### config.mk
export PLATFORM = sky130hd
export DESIGN_NAME = stereo_biquad_shelf_filter_top
export DESIGN_NICKNAME = d
export VERILOG_FILES = /design/src/sv/sbsf_pkg.sv /design/src/sv/stereo_biquad_shelf_filter_top.sv /design/src/sv/sbsf_mac.sv
export SDC_FILE = /design/constraint.sdc
export NUM_CORES = 2
export LEC_CHECK = 0
export ABC_CLOCK_PERIOD_IN_PS = 11500
export BUFFER_PORTS_ARGS = -buffer_cell sky130_fd_sc_hd__buf_2
export CAP_MARGIN = 15
export CORE_UTILIZATION = 30
export CTS_CLUSTER_DIAMETER = 50
export CTS_CLUSTER_SIZE = 14
export DETAILED_ROUTE_END_ITERATION = 8
export GPL_ROUTABILITY_DRIVEN = 0
export PLACE_DENSITY = 0.53
export SLEW_MARGIN = 30
export SYNTH_ARGS = -nofsm -noshare
export SYNTH_HDL_FRONTEND = slang
export SYNTH_SLANG_ARGS = --single-unit
export TNS_END_PERCENT = 100
### constraint.sdc
create_clock -name clk -period 11.5 [get_ports clk]
set_clock_uncertainty 0.1 [all_clocks]
set_input_delay 2.3 -clock clk [delete_from_list [all_inputs] [get_ports clk]]
set_output_delay 2.3 -clock clk [all_outputs]
set_load 0.05 [all_outputs]
### src/sv/sbsf_pkg.sv
package sbsf_pkg;

  // Fixed field widths.
  localparam int COEF_BITS      = 24;
  localparam int GAIN_BITS      = 16;
  localparam int GAIN_FRAC_BITS = 15;
  localparam int HEADROOM_BITS  = 8;
  localparam int CFG_DATA_BITS  = 24;
  localparam int CFG_IDX_BITS   = 3;

  // One serial digit of the multiplier operand per cycle.
  localparam int DIG_BITS       = 8;

  // The accumulator carries guard bits for the sum of five products.
  localparam int ACC_GUARD_BITS = 3;

  // Configuration register indexes.
  localparam logic [CFG_IDX_BITS-1:0] CFG_COEF_B0   = 3'd0;
  localparam logic [CFG_IDX_BITS-1:0] CFG_COEF_B1   = 3'd1;
  localparam logic [CFG_IDX_BITS-1:0] CFG_COEF_B2   = 3'd2;
  localparam logic [CFG_IDX_BITS-1:0] CFG_COEF_A1   = 3'd3;
  localparam logic [CFG_IDX_BITS-1:0] CFG_COEF_A2   = 3'd4;
  localparam logic [CFG_IDX_BITS-1:0] CFG_CLIP_GAIN = 3'd5;
  localparam logic [CFG_IDX_BITS-1:0] CFG_MONO_MODE = 3'd6;

  // Control of one multiply-accumulate lane for one cycle.
  typedef struct packed {
    logic step;   // consume one digit of the serial operand
    logic first;  // top (signed) digit; starts a new product
    logic last;   // bottom digit; the product is complete after this step
    logic sub;    // the product is subtracted from the accumulator
    logic clr;    // clear the accumulator
  } mac_ctl_t;

endpackage

### src/sv/stereo_biquad_shelf_filter_top.sv
// Stereo direct-form-1 biquad with a mono mode.
// Input channel: in_valid / in_stall with one stereo sample pair per
// transaction. Result channel: out_valid / out_stall with one filtered pair
// per transaction. Coefficients, clip gain and mono mode are written through
// cfg_we / cfg_index / cfg_data; the user must write them only while the
// block is idle, which the block itself does not enforce. Each channel has
// its own digit-serial multiply-accumulate lane. The five taps are done one
// after the other, ND = OPW / 8 digits each, where OPW is the serial operand
// width rounded up to whole 8-bit digits (3 digits at 16-bit samples). Both
// channels run side by side. In mono the clip gain multiply reuses the left
// lane. The block takes no new pair until the last result is loaded into the
// output register; a new transaction is accepted in the cycle after the load.
// The result sits in an output register, so the next pair is accepted while
// the receiver stalls; that pair's result waits in the last step until the
// output register is free.
// Reset clears all filter history, loads unity b0 and unity clip gain, zeroes
// the other coefficients, selects stereo and drops any pending result.
module stereo_biquad_shelf_filter_top import sbsf_pkg::*; #(
  parameter int SAMPLE_BITS    = 16,
  parameter int COEF_FRAC_BITS = 20
) (
  input  logic                          clk,
  input  logic                          rst_n,
  input  logic                          in_valid,
  output logic                          in_stall,
  input  logic signed [SAMPLE_BITS-1:0] in_left_sample,
  input  logic signed [SAMPLE_BITS-1:0] in_right_sample,
  output logic                          out_valid,
  input  logic                          out_stall,
  output logic signed [SAMPLE_BITS-1:0] out_left_out,
  output logic signed [SAMPLE_BITS-1:0] out_right_out,
  input  logic                          cfg_we,
  input  logic [CFG_IDX_BITS-1:0]       cfg_index,
  input  logic [CFG_DATA_BITS-1:0]      cfg_data
);

  // Derived widths.
  localparam int FB_BITS = SAMPLE_BITS + HEADROOM_BITS;
  localparam int CW      = (COEF_BITS > COEF_FRAC_BITS + 2) ? COEF_BITS : COEF_FRAC_BITS + 2;
  localparam int PARW    = (CW > FB_BITS) ? CW : FB_BITS;
  localparam int SERW    = (FB_BITS > GAIN_BITS + 1) ? FB_BITS : GAIN_BITS + 1;
  localparam int OPW     = ((SERW + DIG_BITS - 1) / DIG_BITS) * DIG_BITS;
  localparam int ND      = OPW / DIG_BITS;
  localparam int DCW     = (ND > 1) ? $clog2(ND) : 1;
  localparam int ACW     = PARW + OPW + ACC_GUARD_BITS;

  // Sequencer states.
  localparam logic [2:0] S_IDLE = 3'd0;
  localparam logic [2:0] S_MAC  = 3'd1;
  localparam logic [2:0] S_MFL  = 3'd2;
  localparam logic [2:0] S_RND  = 3'd3;
  localparam logic [2:0] S_GAIN = 3'd4;
  localparam logic [2:0] S_GFL  = 3'd5;
  localparam logic [2:0] S_GRND = 3'd6;
  localparam logic [2:0] S_DONE = 3'd7;

  // Tap order within one filter pass.
  localparam logic [2:0] TAP_B0 = 3'd0;
  localparam logic [2:0] TAP_B1 = 3'd1;
  localparam logic [2:0] TAP_B2 = 3'd2;
  localparam logic [2:0] TAP_A1 = 3'd3;
  localparam logic [2:0] TAP_A2 = 3'd4;

  // Rounding and saturation constants.
  localparam logic signed [ACW-1:0] HALF_C = ACW'(1) << (COEF_FRAC_BITS - 1);
  localparam logic signed [ACW-1:0] HALF_G = ACW'(1) << (GAIN_FRAC_BITS - 1);
  localparam logic signed [ACW-1:0] FB_HI =
    {{(ACW-FB_BITS+1){1'b0}}, {(FB_BITS-1){1'b1}}};
  localparam logic signed [ACW-1:0] FB_LO =
    {{(ACW-FB_BITS+1){1'b1}}, {(FB_BITS-1){1'b0}}};
  localparam logic signed [ACW-1:0] SB_HI =
    {{(ACW-SAMPLE_BITS+1){1'b0}}, {(SAMPLE_BITS-1){1'b1}}};
  localparam logic signed [ACW-1:0] SB_LO =
    {{(ACW-SAMPLE_BITS+1){1'b1}}, {(SAMPLE_BITS-1){1'b0}}};
  localparam logic signed [FB_BITS-1:0] SBF_HI =
    {{(HEADROOM_BITS+1){1'b0}}, {(SAMPLE_BITS-1){1'b1}}};
  localparam logic signed [FB_BITS-1:0] SBF_LO =
    {{(HEADROOM_BITS+1){1'b1}}, {(SAMPLE_BITS-1){1'b0}}};

  // Configuration registers.
  logic signed [CW-1:0] coef_b0_r;
  logic signed [CW-1:0] coef_b1_r;
  logic signed [CW-1:0] coef_b2_r;
  logic signed [CW-1:0] coef_a1_r;
  logic signed [CW-1:0] coef_a2_r;
  logic [GAIN_BITS-1:0] clip_gain_r;
  logic                 mono_r;

  // Sequencer.
  logic [2:0]     state_r;
  logic [2:0]     state_nxt;
  logic [2:0]     tap_r;
  logic [2:0]     tap_nxt;
  logic [DCW-1:0] dig_r;
  logic [DCW-1:0] dig_nxt;
  logic           dig_last;
  logic           in_acc;
  logic           load;

  // Captured samples and filter history.
  logic signed [SAMPLE_BITS-1:0] x_l_r;
  logic signed [SAMPLE_BITS-1:0] x_r_r;
  logic signed [SAMPLE_BITS-1:0] l_in_d1_r;
  logic signed [SAMPLE_BITS-1:0] l_in_d2_r;
  logic signed [FB_BITS-1:0]     l_fb_d1_r;
  logic signed [FB_BITS-1:0]     l_fb_d2_r;
  logic signed [SAMPLE_BITS-1:0] r_in_d1_r;
  logic signed [SAMPLE_BITS-1:0] r_in_d2_r;
  logic signed [FB_BITS-1:0]     r_fb_d1_r;
  logic signed [FB_BITS-1:0]     r_fb_d2_r;

  // Filter results and output register.
  logic signed [FB_BITS-1:0]     yl_r;
  logic signed [FB_BITS-1:0]     yr_r;
  logic signed [FB_BITS-1:0]     yl_nxt;
  logic signed [FB_BITS-1:0]     yr_nxt;
  logic signed [SAMPLE_BITS-1:0] gres_r;
  logic signed [SAMPLE_BITS-1:0] gres_nxt;
  logic signed [SAMPLE_BITS-1:0] yl_sb;
  logic signed [SAMPLE_BITS-1:0] yr_sb;
  logic                          out_valid_r;
  logic signed [SAMPLE_BITS-1:0] out_left_r;
  logic signed [SAMPLE_BITS-1:0] out_right_r;

  // Lane operands.
  mac_ctl_t              ctl_l;
  mac_ctl_t              ctl_r;
  logic signed [PARW-1:0] par_c;
  logic signed [PARW-1:0] par_l;
  logic [OPW-1:0]         opnd_l;
  logic [OPW-1:0]         opnd_r;
  logic signed [ACW-1:0]  acc_l;
  logic signed [ACW-1:0]  acc_r;
  logic signed [ACW-1:0]  tl;
  logic signed [ACW-1:0]  tr;
  logic signed [ACW-1:0]  tg;
  logic signed [ACW-1:0]  ql;
  logic signed [ACW-1:0]  qr;
  logic signed [ACW-1:0]  qg;

  assign in_acc   = in_valid && (state_r == S_IDLE);
  assign load     = (state_r == S_DONE) && (!out_valid_r || !out_stall);
  assign dig_last = (dig_r == DCW'(ND - 1));

  // Configuration writes.
  always_ff @(posedge clk) begin
    if (!rst_n) begin
      coef_b0_r   <= CW'(1) << COEF_FRAC_BITS;
      coef_b1_r   <= '0;
      coef_b2_r   <= '0;
      coef_a1_r   <= '0;
      coef_a2_r   <= '0;
      clip_gain_r <= GAIN_BITS'(1) << GAIN_FRAC_BITS;
      mono_r      <= 1'b0;
    end else if (cfg_we) begin
      case (cfg_index)
        CFG_COEF_B0:   coef_b0_r   <= CW'($signed(cfg_data));
        CFG_COEF_B1:   coef_b1_r   <= CW'($signed(cfg_data));
        CFG_COEF_B2:   coef_b2_r   <= CW'($signed(cfg_data));
        CFG_COEF_A1:   coef_a1_r   <= CW'($signed(cfg_data));
        CFG_COEF_A2:   coef_a2_r   <= CW'($signed(cfg_data));
        CFG_CLIP_GAIN: clip_gain_r <= cfg_data[GAIN_BITS-1:0];
        CFG_MONO_MODE: mono_r      <= cfg_data[0];
        default: begin
        end
      endcase
    end
  end

  // Tap selection: coefficient on the parallel side, sample on the serial side.
  always_comb begin
    par_c  = '0;
    opnd_l = '0;
    opnd_r = '0;
    case (tap_r)
      TAP_B0: begin
        par_c  = PARW'(coef_b0_r);
        opnd_l = OPW'(x_l_r);
        opnd_r = OPW'(x_r_r);
      end
      TAP_B1: begin
        par_c  = PARW'(coef_b1_r);
        opnd_l = OPW'(l_in_d1_r);
        opnd_r = OPW'(r_in_d1_r);
      end
      TAP_B2: begin
        par_c  = PARW'(coef_b2_r);
        opnd_l = OPW'(l_in_d2_r);
        opnd_r = OPW'(r_in_d2_r);
      end
      TAP_A1: begin
        par_c  = PARW'(coef_a1_r);
        opnd_l = OPW'(l_fb_d1_r);
        opnd_r = OPW'(r_fb_d1_r);
      end
      TAP_A2: begin
        par_c  = PARW'(coef_a2_r);
        opnd_l = OPW'(l_fb_d2_r);
        opnd_r = OPW'(r_fb_d2_r);
      end
      default: begin
      end
    endcase
    par_l = par_c;
    // In the gain pass the left lane multiplies the filter result by the gain.
    if (state_r == S_GAIN) begin
      par_l  = PARW'(yl_r);
      opnd_l = OPW'(clip_gain_r);
    end
  end

  // Lane control.
  always_comb begin
    ctl_l = '0;
    ctl_r = '0;
    case (state_r)
      S_MAC: begin
        ctl_l.step  = 1'b1;
        ctl_l.first = (dig_r == '0);
        ctl_l.last  = dig_last;
        ctl_l.sub   = (tap_r == TAP_A1) || (tap_r == TAP_A2);
        ctl_l.clr   = (dig_r == '0) && (tap_r == TAP_B0);
        ctl_r       = ctl_l;
      end
      S_GAIN: begin
        ctl_l.step  = 1'b1;
        ctl_l.first = (dig_r == '0);
        ctl_l.last  = dig_last;
        ctl_l.clr   = (dig_r == '0);
      end
      default: begin
      end
    endcase
  end

  sbsf_mac #(
    .PARW (PARW),
    .OPW  (OPW),
    .ACW  (ACW)
  ) u_mac_l (
    .clk   (clk),
    .rst_n (rst_n),
    .ctl   (ctl_l),
    .par   (par_l),
    .opnd  (opnd_l),
    .acc   (acc_l)
  );

  sbsf_mac #(
    .PARW (PARW),
    .OPW  (OPW),
    .ACW  (ACW)
  ) u_mac_r (
    .clk   (clk),
    .rst_n (rst_n),
    .ctl   (ctl_r),
    .par   (par_c),
    .opnd  (opnd_r),
    .acc   (acc_r)
  );

  // Round half up to whole samples, then clamp to the feedback range.
  always_comb begin
    tl = acc_l + HALF_C;
    tr = acc_r + HALF_C;
    ql = tl >>> COEF_FRAC_BITS;
    qr = tr >>> COEF_FRAC_BITS;
    if (ql > FB_HI) begin
      yl_nxt = FB_HI[FB_BITS-1:0];
    end else if (ql < FB_LO) begin
      yl_nxt = FB_LO[FB_BITS-1:0];
    end else begin
      yl_nxt = ql[FB_BITS-1:0];
    end
    if (qr > FB_HI) begin
      yr_nxt = FB_HI[FB_BITS-1:0];
    end else if (qr < FB_LO) begin
      yr_nxt = FB_LO[FB_BITS-1:0];
    end else begin
      yr_nxt = qr[FB_BITS-1:0];
    end
  end

  // Gain product: round off the gain fraction, clamp to the sample range.
  always_comb begin
    tg = acc_l + HALF_G;
    qg = tg >>> GAIN_FRAC_BITS;
    if (qg > SB_HI) begin
      gres_nxt = SB_HI[SAMPLE_BITS-1:0];
    end else if (qg < SB_LO) begin
      gres_nxt = SB_LO[SAMPLE_BITS-1:0];
    end else begin
      gres_nxt = qg[SAMPLE_BITS-1:0];
    end
  end

  // Stereo outputs clamp the filter results to the sample range.
  always_comb begin
    if (yl_r > SBF_HI) begin
      yl_sb = SBF_HI[SAMPLE_BITS-1:0];
    end else if (yl_r < SBF_LO) begin
      yl_sb = SBF_LO[SAMPLE_BITS-1:0];
    end else begin
      yl_sb = yl_r[SAMPLE_BITS-1:0];
    end
    if (yr_r > SBF_HI) begin
      yr_sb = SBF_HI[SAMPLE_BITS-1:0];
    end else if (yr_r < SBF_LO) begin
      yr_sb = SBF_LO[SAMPLE_BITS-1:0];
    end else begin
      yr_sb = yr_r[SAMPLE_BITS-1:0];
    end
  end

  // Sequencer next state.
  always_comb begin
    state_nxt = state_r;
    tap_nxt   = tap_r;
    dig_nxt   = dig_r;
    case (state_r)
      S_IDLE: begin
        if (in_valid) begin
          state_nxt = S_MAC;
          tap_nxt   = TAP_B0;
          dig_nxt   = '0;
        end
      end
      S_MAC: begin
        if (dig_last) begin
          dig_nxt = '0;
          if (tap_r == TAP_A2) begin
            state_nxt = S_MFL;
          end else begin
            tap_nxt = tap_r + 3'd1;
          end
        end else begin
          dig_nxt = dig_r + DCW'(1);
        end
      end
      S_MFL: begin
        state_nxt = S_RND;
      end
      S_RND: begin
        dig_nxt   = '0;
        state_nxt = mono_r ? S_GAIN : S_DONE;
      end
      S_GAIN: begin
        if (dig_last) begin
          dig_nxt   = '0;
          state_nxt = S_GFL;
        end else begin
          dig_nxt = dig_r + DCW'(1);
        end
      end
      S_GFL: begin
        state_nxt = S_GRND;
      end
      S_GRND: begin
        state_nxt = S_DONE;
      end
      S_DONE: begin
        if (load) begin
          state_nxt = S_IDLE;
        end
      end
      default: begin
        state_nxt = S_IDLE;
      end
    endcase
  end

  // Control registers and filter history.
  always_ff @(posedge clk) begin
    if (!rst_n) begin
      state_r     <= S_IDLE;
      tap_r       <= TAP_B0;
      dig_r       <= '0;
      out_valid_r <= 1'b0;
      l_in_d1_r   <= '0;
      l_in_d2_r   <= '0;
      l_fb_d1_r   <= '0;
      l_fb_d2_r   <= '0;
      r_in_d1_r   <= '0;
      r_in_d2_r   <= '0;
      r_fb_d1_r   <= '0;
      r_fb_d2_r   <= '0;
    end else begin
      state_r <= state_nxt;
      tap_r   <= tap_nxt;
      dig_r   <= dig_nxt;
      if (load) begin
        out_valid_r <= 1'b1;
      end else if (!out_stall) begin
        out_valid_r <= 1'b0;
      end
      if (load) begin
        l_in_d2_r <= l_in_d1_r;
        l_in_d1_r <= x_l_r;
        l_fb_d2_r <= l_fb_d1_r;
        l_fb_d1_r <= yl_r;
        if (!mono_r) begin
          r_in_d2_r <= r_in_d1_r;
          r_in_d1_r <= x_r_r;
          r_fb_d2_r <= r_fb_d1_r;
          r_fb_d1_r <= yr_r;
        end
      end
    end
  end

  // Payload registers.
  always_ff @(posedge clk) begin
    if (in_acc) begin
      x_l_r <= in_left_sample;
      x_r_r <= in_right_sample;
    end
    if (state_r == S_RND) begin
      yl_r <= yl_nxt;
      yr_r <= yr_nxt;
    end
    if (state_r == S_GRND) begin
      gres_r <= gres_nxt;
    end
    if (load) begin
      out_left_r  <= mono_r ? gres_r : yl_sb;
      out_right_r <= mono_r ? gres_r : yr_sb;
    end
  end

  assign in_stall      = (state_r != S_IDLE);
  assign out_valid     = out_valid_r;
  assign out_left_out  = out_left_r;
  assign out_right_out = out_right_r;

endmodule

### src/sv/sbsf_mac.sv
module sbsf_mac import sbsf_pkg::*; #(
  parameter int PARW = 24,
  parameter int OPW  = 24,
  parameter int ACW  = 51
) (
  input  logic                   clk,
  input  logic                   rst_n,
  input  mac_ctl_t               ctl,
  input  logic signed [PARW-1:0] par,
  input  logic [OPW-1:0]         opnd,
  output logic signed [ACW-1:0]  acc
);

  localparam int PRW = PARW + OPW;
  localparam int PPW = PARW + DIG_BITS + 1;

  logic [OPW-1:0]           sh_r;
  logic [OPW-1:0]           sh_nxt;
  logic [DIG_BITS-1:0]      dig;
  logic signed [DIG_BITS:0] dig_s;
  logic signed [PPW-1:0]    pp;
  logic signed [PRW-1:0]    prod_r;
  logic signed [PRW-1:0]    prod_nxt;
  logic                     done_r;
  logic                     sub_r;
  logic signed [ACW-1:0]    acc_r;
  logic signed [ACW-1:0]    acc_nxt;

  // Digit selection: the top digit comes straight from the operand, the rest
  // from the shift register, most significant first.
  always_comb begin
    dig    = ctl.first ? opnd[OPW-1 -: DIG_BITS] : sh_r[OPW-1 -: DIG_BITS];
    dig_s  = ctl.first ? {dig[DIG_BITS-1], dig} : {1'b0, dig};
    sh_nxt = (ctl.first ? opnd : sh_r) << DIG_BITS;
  end

  // Partial product and Horner-style product build-up.
  always_comb begin
    pp       = PPW'(par) * PPW'(dig_s);
    prod_nxt = ctl.first ? PRW'(pp) : (prod_r <<< DIG_BITS) + PRW'(pp);
  end

  // A finished product is folded into the accumulator in the cycle after its last step.
  always_comb begin
    acc_nxt = acc_r;
    if (ctl.clr) begin
      acc_nxt = '0;
    end else if (done_r) begin
      acc_nxt = sub_r ? acc_r - ACW'(prod_r) : acc_r + ACW'(prod_r);
    end
  end

  always_ff @(posedge clk) begin
    if (!rst_n) begin
      done_r <= 1'b0;
    end else begin
      done_r <= ctl.step & ctl.last;
    end
  end

  always_ff @(posedge clk) begin
    if (ctl.step) begin
      sh_r   <= sh_nxt;
      prod_r <= prod_nxt;
      sub_r  <= ctl.sub;
    end
    acc_r <= acc_nxt;
  end

  assign acc = acc_r;

endmodule

==> impl_metrics.csv <==
group,metric,value,unit
sta,setup_violations,0,
sta,max_slew_margin,0.304,
sta,setup_tns,0,ps
power_and_ir_drop,leakage,24.7,nW
critical_path,slowest_delay,560,ps
drt,drt_first_pass_iters,9,
synthesis,synth_common_cells,"nand2_1 (1030), a21oi_1 (635), nor2_1 (607), dfxtp_1 (410), inv_1 (397)",
die,dieWidth,424,um
critical_path,path_class,"reg -> reg",
critical_path,worstSetupStartpointType,"flop",
synthesis,synth_top_area_share,0.154,
synthesis,ys_ff_latch,668,
placement,io_buffers,97,
drt,vias,45600,
global_route,grt_overflow_total,0,
synthesis,ys_types,94,
global_route,grt_max_degree,196,
sta,drv_slew,0,
synthesis,synth_edf_count,258,
layout,fillCellCount,18200,
layout,fin_cells,8680,
critical_path,worstPathMaxFanout,31,
cts,cts_sinks,668,
synthesis,synth.most_common_cell,"nand2_1",
power_and_ir_drop,swShare,0.405,
layout,drive_gt1_frac,0.0776,
sta,fin_crit,10850,ps
global_route,grt_use_total,0.192,
global_route,antenna_found_initial,6,
cts,cts_max_level,3,
status,violations,"DRC",
power_and_ir_drop,power.internal,6.50,mW
cts,tritoncts,"done",
power_and_ir_drop,p_per_area,182,nW/um^2
die,start_util,0.302,
die,dieArea,179000,sq um
cts,cts_buffer_depth,3,
synthesis,postSynthCellCount,6276,
placement,hpwl,133000,um
power_and_ir_drop,clkPwrFrac,0.305,
synthesis,ys_top_cells_by_area,"dfxtp_1 (15%), edfxtp_1 (15%), fa_1 (13%), ha_1 (7.7%), nand2_1 (7.2%)",
synthesis,ys.warnings.count,0,
power_and_ir_drop,p_sw,4.42,mW
sta,min_period_over_period,0.944,
global_route,grt_pass1_wl,269000,um
layout,register_area,16000,sq um
global_route,grt_pass1_vias,44300,
job,drv_cap,0,
drt,routedWlPerCell,20.2,um
cts,numCtsBuffers,101,
synthesis,syn_nets,7023,
synthesis,synthArstFlopShare,0,
die,core,176000,sq um
drt,vias_per_cell,5.26,
drt,drc,26,
critical_path,path_common_cell,"fa_1",
power_and_ir_drop,vdd_ir_drop_max,131,uV
die,std_cell_rows,154,
sta,finalHoldViolCount,0,
status,status,"complete, but fails checks",
die,io_pins,98,
critical_path,slowest_stage,"fa_1",
drt,wl,175000,um
critical_path,worstPathRequired,11850,ps
layout,area_growth,12.8,%
layout,multiInputGateArea,34800,sq um
sta,rsz0062_at_grt,"false",
cts,ctsRootBufferMaster,"clkbuf_16",
cts,cts_setup_buffers,0,
worst_hold_path,hold_class,"reg -> reg",
synthesis,yosysSeqAreaShare,0.299,
sta,whs,354,ps
cts,clk-insertion-delay-late,740,ps
sta,fmax,0.0922,GHz
placement,dp.cells,8486,
cts,clkSlewWorstSetupHoldPaths,70,ps
synthesis,avgSynthCellArea,8.50,sq um
power_and_ir_drop,seqPwrFrac,0.281,
critical_path,endpoint_kind,"flop",
sta,worst_slew_pin_slew,1030,ps
synthesis,synth_area_leader_cell,"dfxtp_1",
synthesis,synth_flop_cell,"dfxtp_1",
layout,nets,6996,
critical_path,critPathArrivalTime,11200,ps
drt,drtAntennaViolNets,0,
drt,drt_iter0_drc,4061,
layout,fin_util,0.341,
synthesis,netlist_area,53300,sq um
die,chipHeight,424,um
power_and_ir_drop,power.share.combinational,0.414,
[worst max-delay path, delay by kind of cell, from the launching register on]
kind,cells,cell delay [ps]
AO/OA/AOI/OAI,18,4260
XOR/XNOR,2,300
adder cells (fa/ha/maj),9,3960
buffers and inverters,7,1060
flip-flops,1,350
AND/OR/NAND/NOR,4,540
[flip-flops by register name, indices dropped and copies added (netlist names), 24 cells and up]
signal,flops
coef_b1_r,24
coef_b2_r,24
yl_r,24
l_fb_d2_r,24
u_mac_r.prod_r,48
l_fb_d1_r,24
coef_b0_r,24
r_fb_d2_r,24
u_mac_l.acc,51
coef_a2_r,24
r_fb_d1_r,24
coef_a1_r,24
u_mac_l.prod_r,48
yr_r,24
u_mac_r.acc,51
[cell type report]
type | count | share of cell area
Multi-Input combinational cell | 4878 | 0.578
Sequential cell | 668 | 0.265
Tap cell | 2340 | 0.0487
Clock buffer | 112 | 0.0441
Inverter | 399 | 0.0252
Timing Repair Buffer | 201 | 0.0212
Clock inverter | 80 | 0.0175
Antenna cell | 2 | 0.0000832
[logic make-up after synthesis]
| logic type | count (synthesis) | share of synthesized area |
|---|---|---|
| buf+inv | 730 | 0.0518 |
| fa+ha+maj | 683 | 0.210 |
| mux | 88 | 0.0169 |
| compound gates | 1573 | 0.184 |
| xor+xnor | 404 | 0.0665 |
| flops | 668 | 0.299 |
| simple gates | 2130 | 0.172 |
[power by group through the flow]
| stage | combinational, mW | clock (mW) | sequential, mW |
|---|---|---|---|
| 2_1_floorplan | 3.34 | 0 | 2.97 |
| 6_report | 4.52 | 3.33 | 3.07 |
| 4_1_cts | 4.48 | 3.40 | 3.06 |
| 3_3_place_gp | 4.43 | 0 | 3.11 |
| 3_5_place_dp | 4.43 | 0 | 3.10 |
| 5_1_grt | 5.01 | 3.49 | 3.08 |
[cells in the final DEF, fill, tap and decap left out, types with 51 or more instances in the layout]
master and count:
nand2_1 1023, a21oi_1 634, nor2_1 602, dfxtp_1 407
inv_1 394, fa_1 355, ha_1 325, xnor2_1 273
edfxtp_1 258, o21ai_0 234, a21o_1 131, xor2_1 130
clkbuf_16 104, buf_4 101, buf_2 97, nand3_1 93
a22oi_1 79, mux2i_1 73, nor3_1 72, o21ai_1 71
o21a_1 52, nand4_1 51
[metal layers]
| metal | track usage | vias to the layer above | part of all wire | routed length [um] |
|---|---|---|---|---|
| met1 | 0.268 | 22200 | 0.45 | 79700 |
| met3 | 0.0287 | 276 | 0.063 | 11100 |
| li1 | - | 21600 | - | - |
| met4 | 0.0708 | 0 | 0.037 | 6540 |
| met2 | 0.300 | 1481 | 0.44 | 78100 |
| met5 | 0 | - | 0 | 0 |
[path summary, 6_finish.rpt]
kind,startpoint,end,slack [ps],depth (start not counted)
worst min register to register,coef_a2_r[0],coef_a2_r[0],350,2
worst max register to register,tap_r[0],u_mac_l.prod_r[47],650,40
worst min-delay path,coef_a2_r[0],coef_a2_r[0],350,2
worst max-delay path,tap_r[0],u_mac_l.prod_r[47],650,40
[metrics by stage]
step	setup slack, ps	total power, mW	area, sq um
floorplan	492	6.32	53300
global placement	573	7.53	56400
detailed placement	453	7.52	56400
CTS	429	10.9	60100
global route	19.0	11.6	60100
finish	649	10.9	60100
[what timing repair did]
item                       CTS  global route
hold endpoints to repair     0             0
gates resized for setup      0             4
hold buffers                 0             0
setup endpoints to repair    0            11
(Power assumes the default switching activity.)
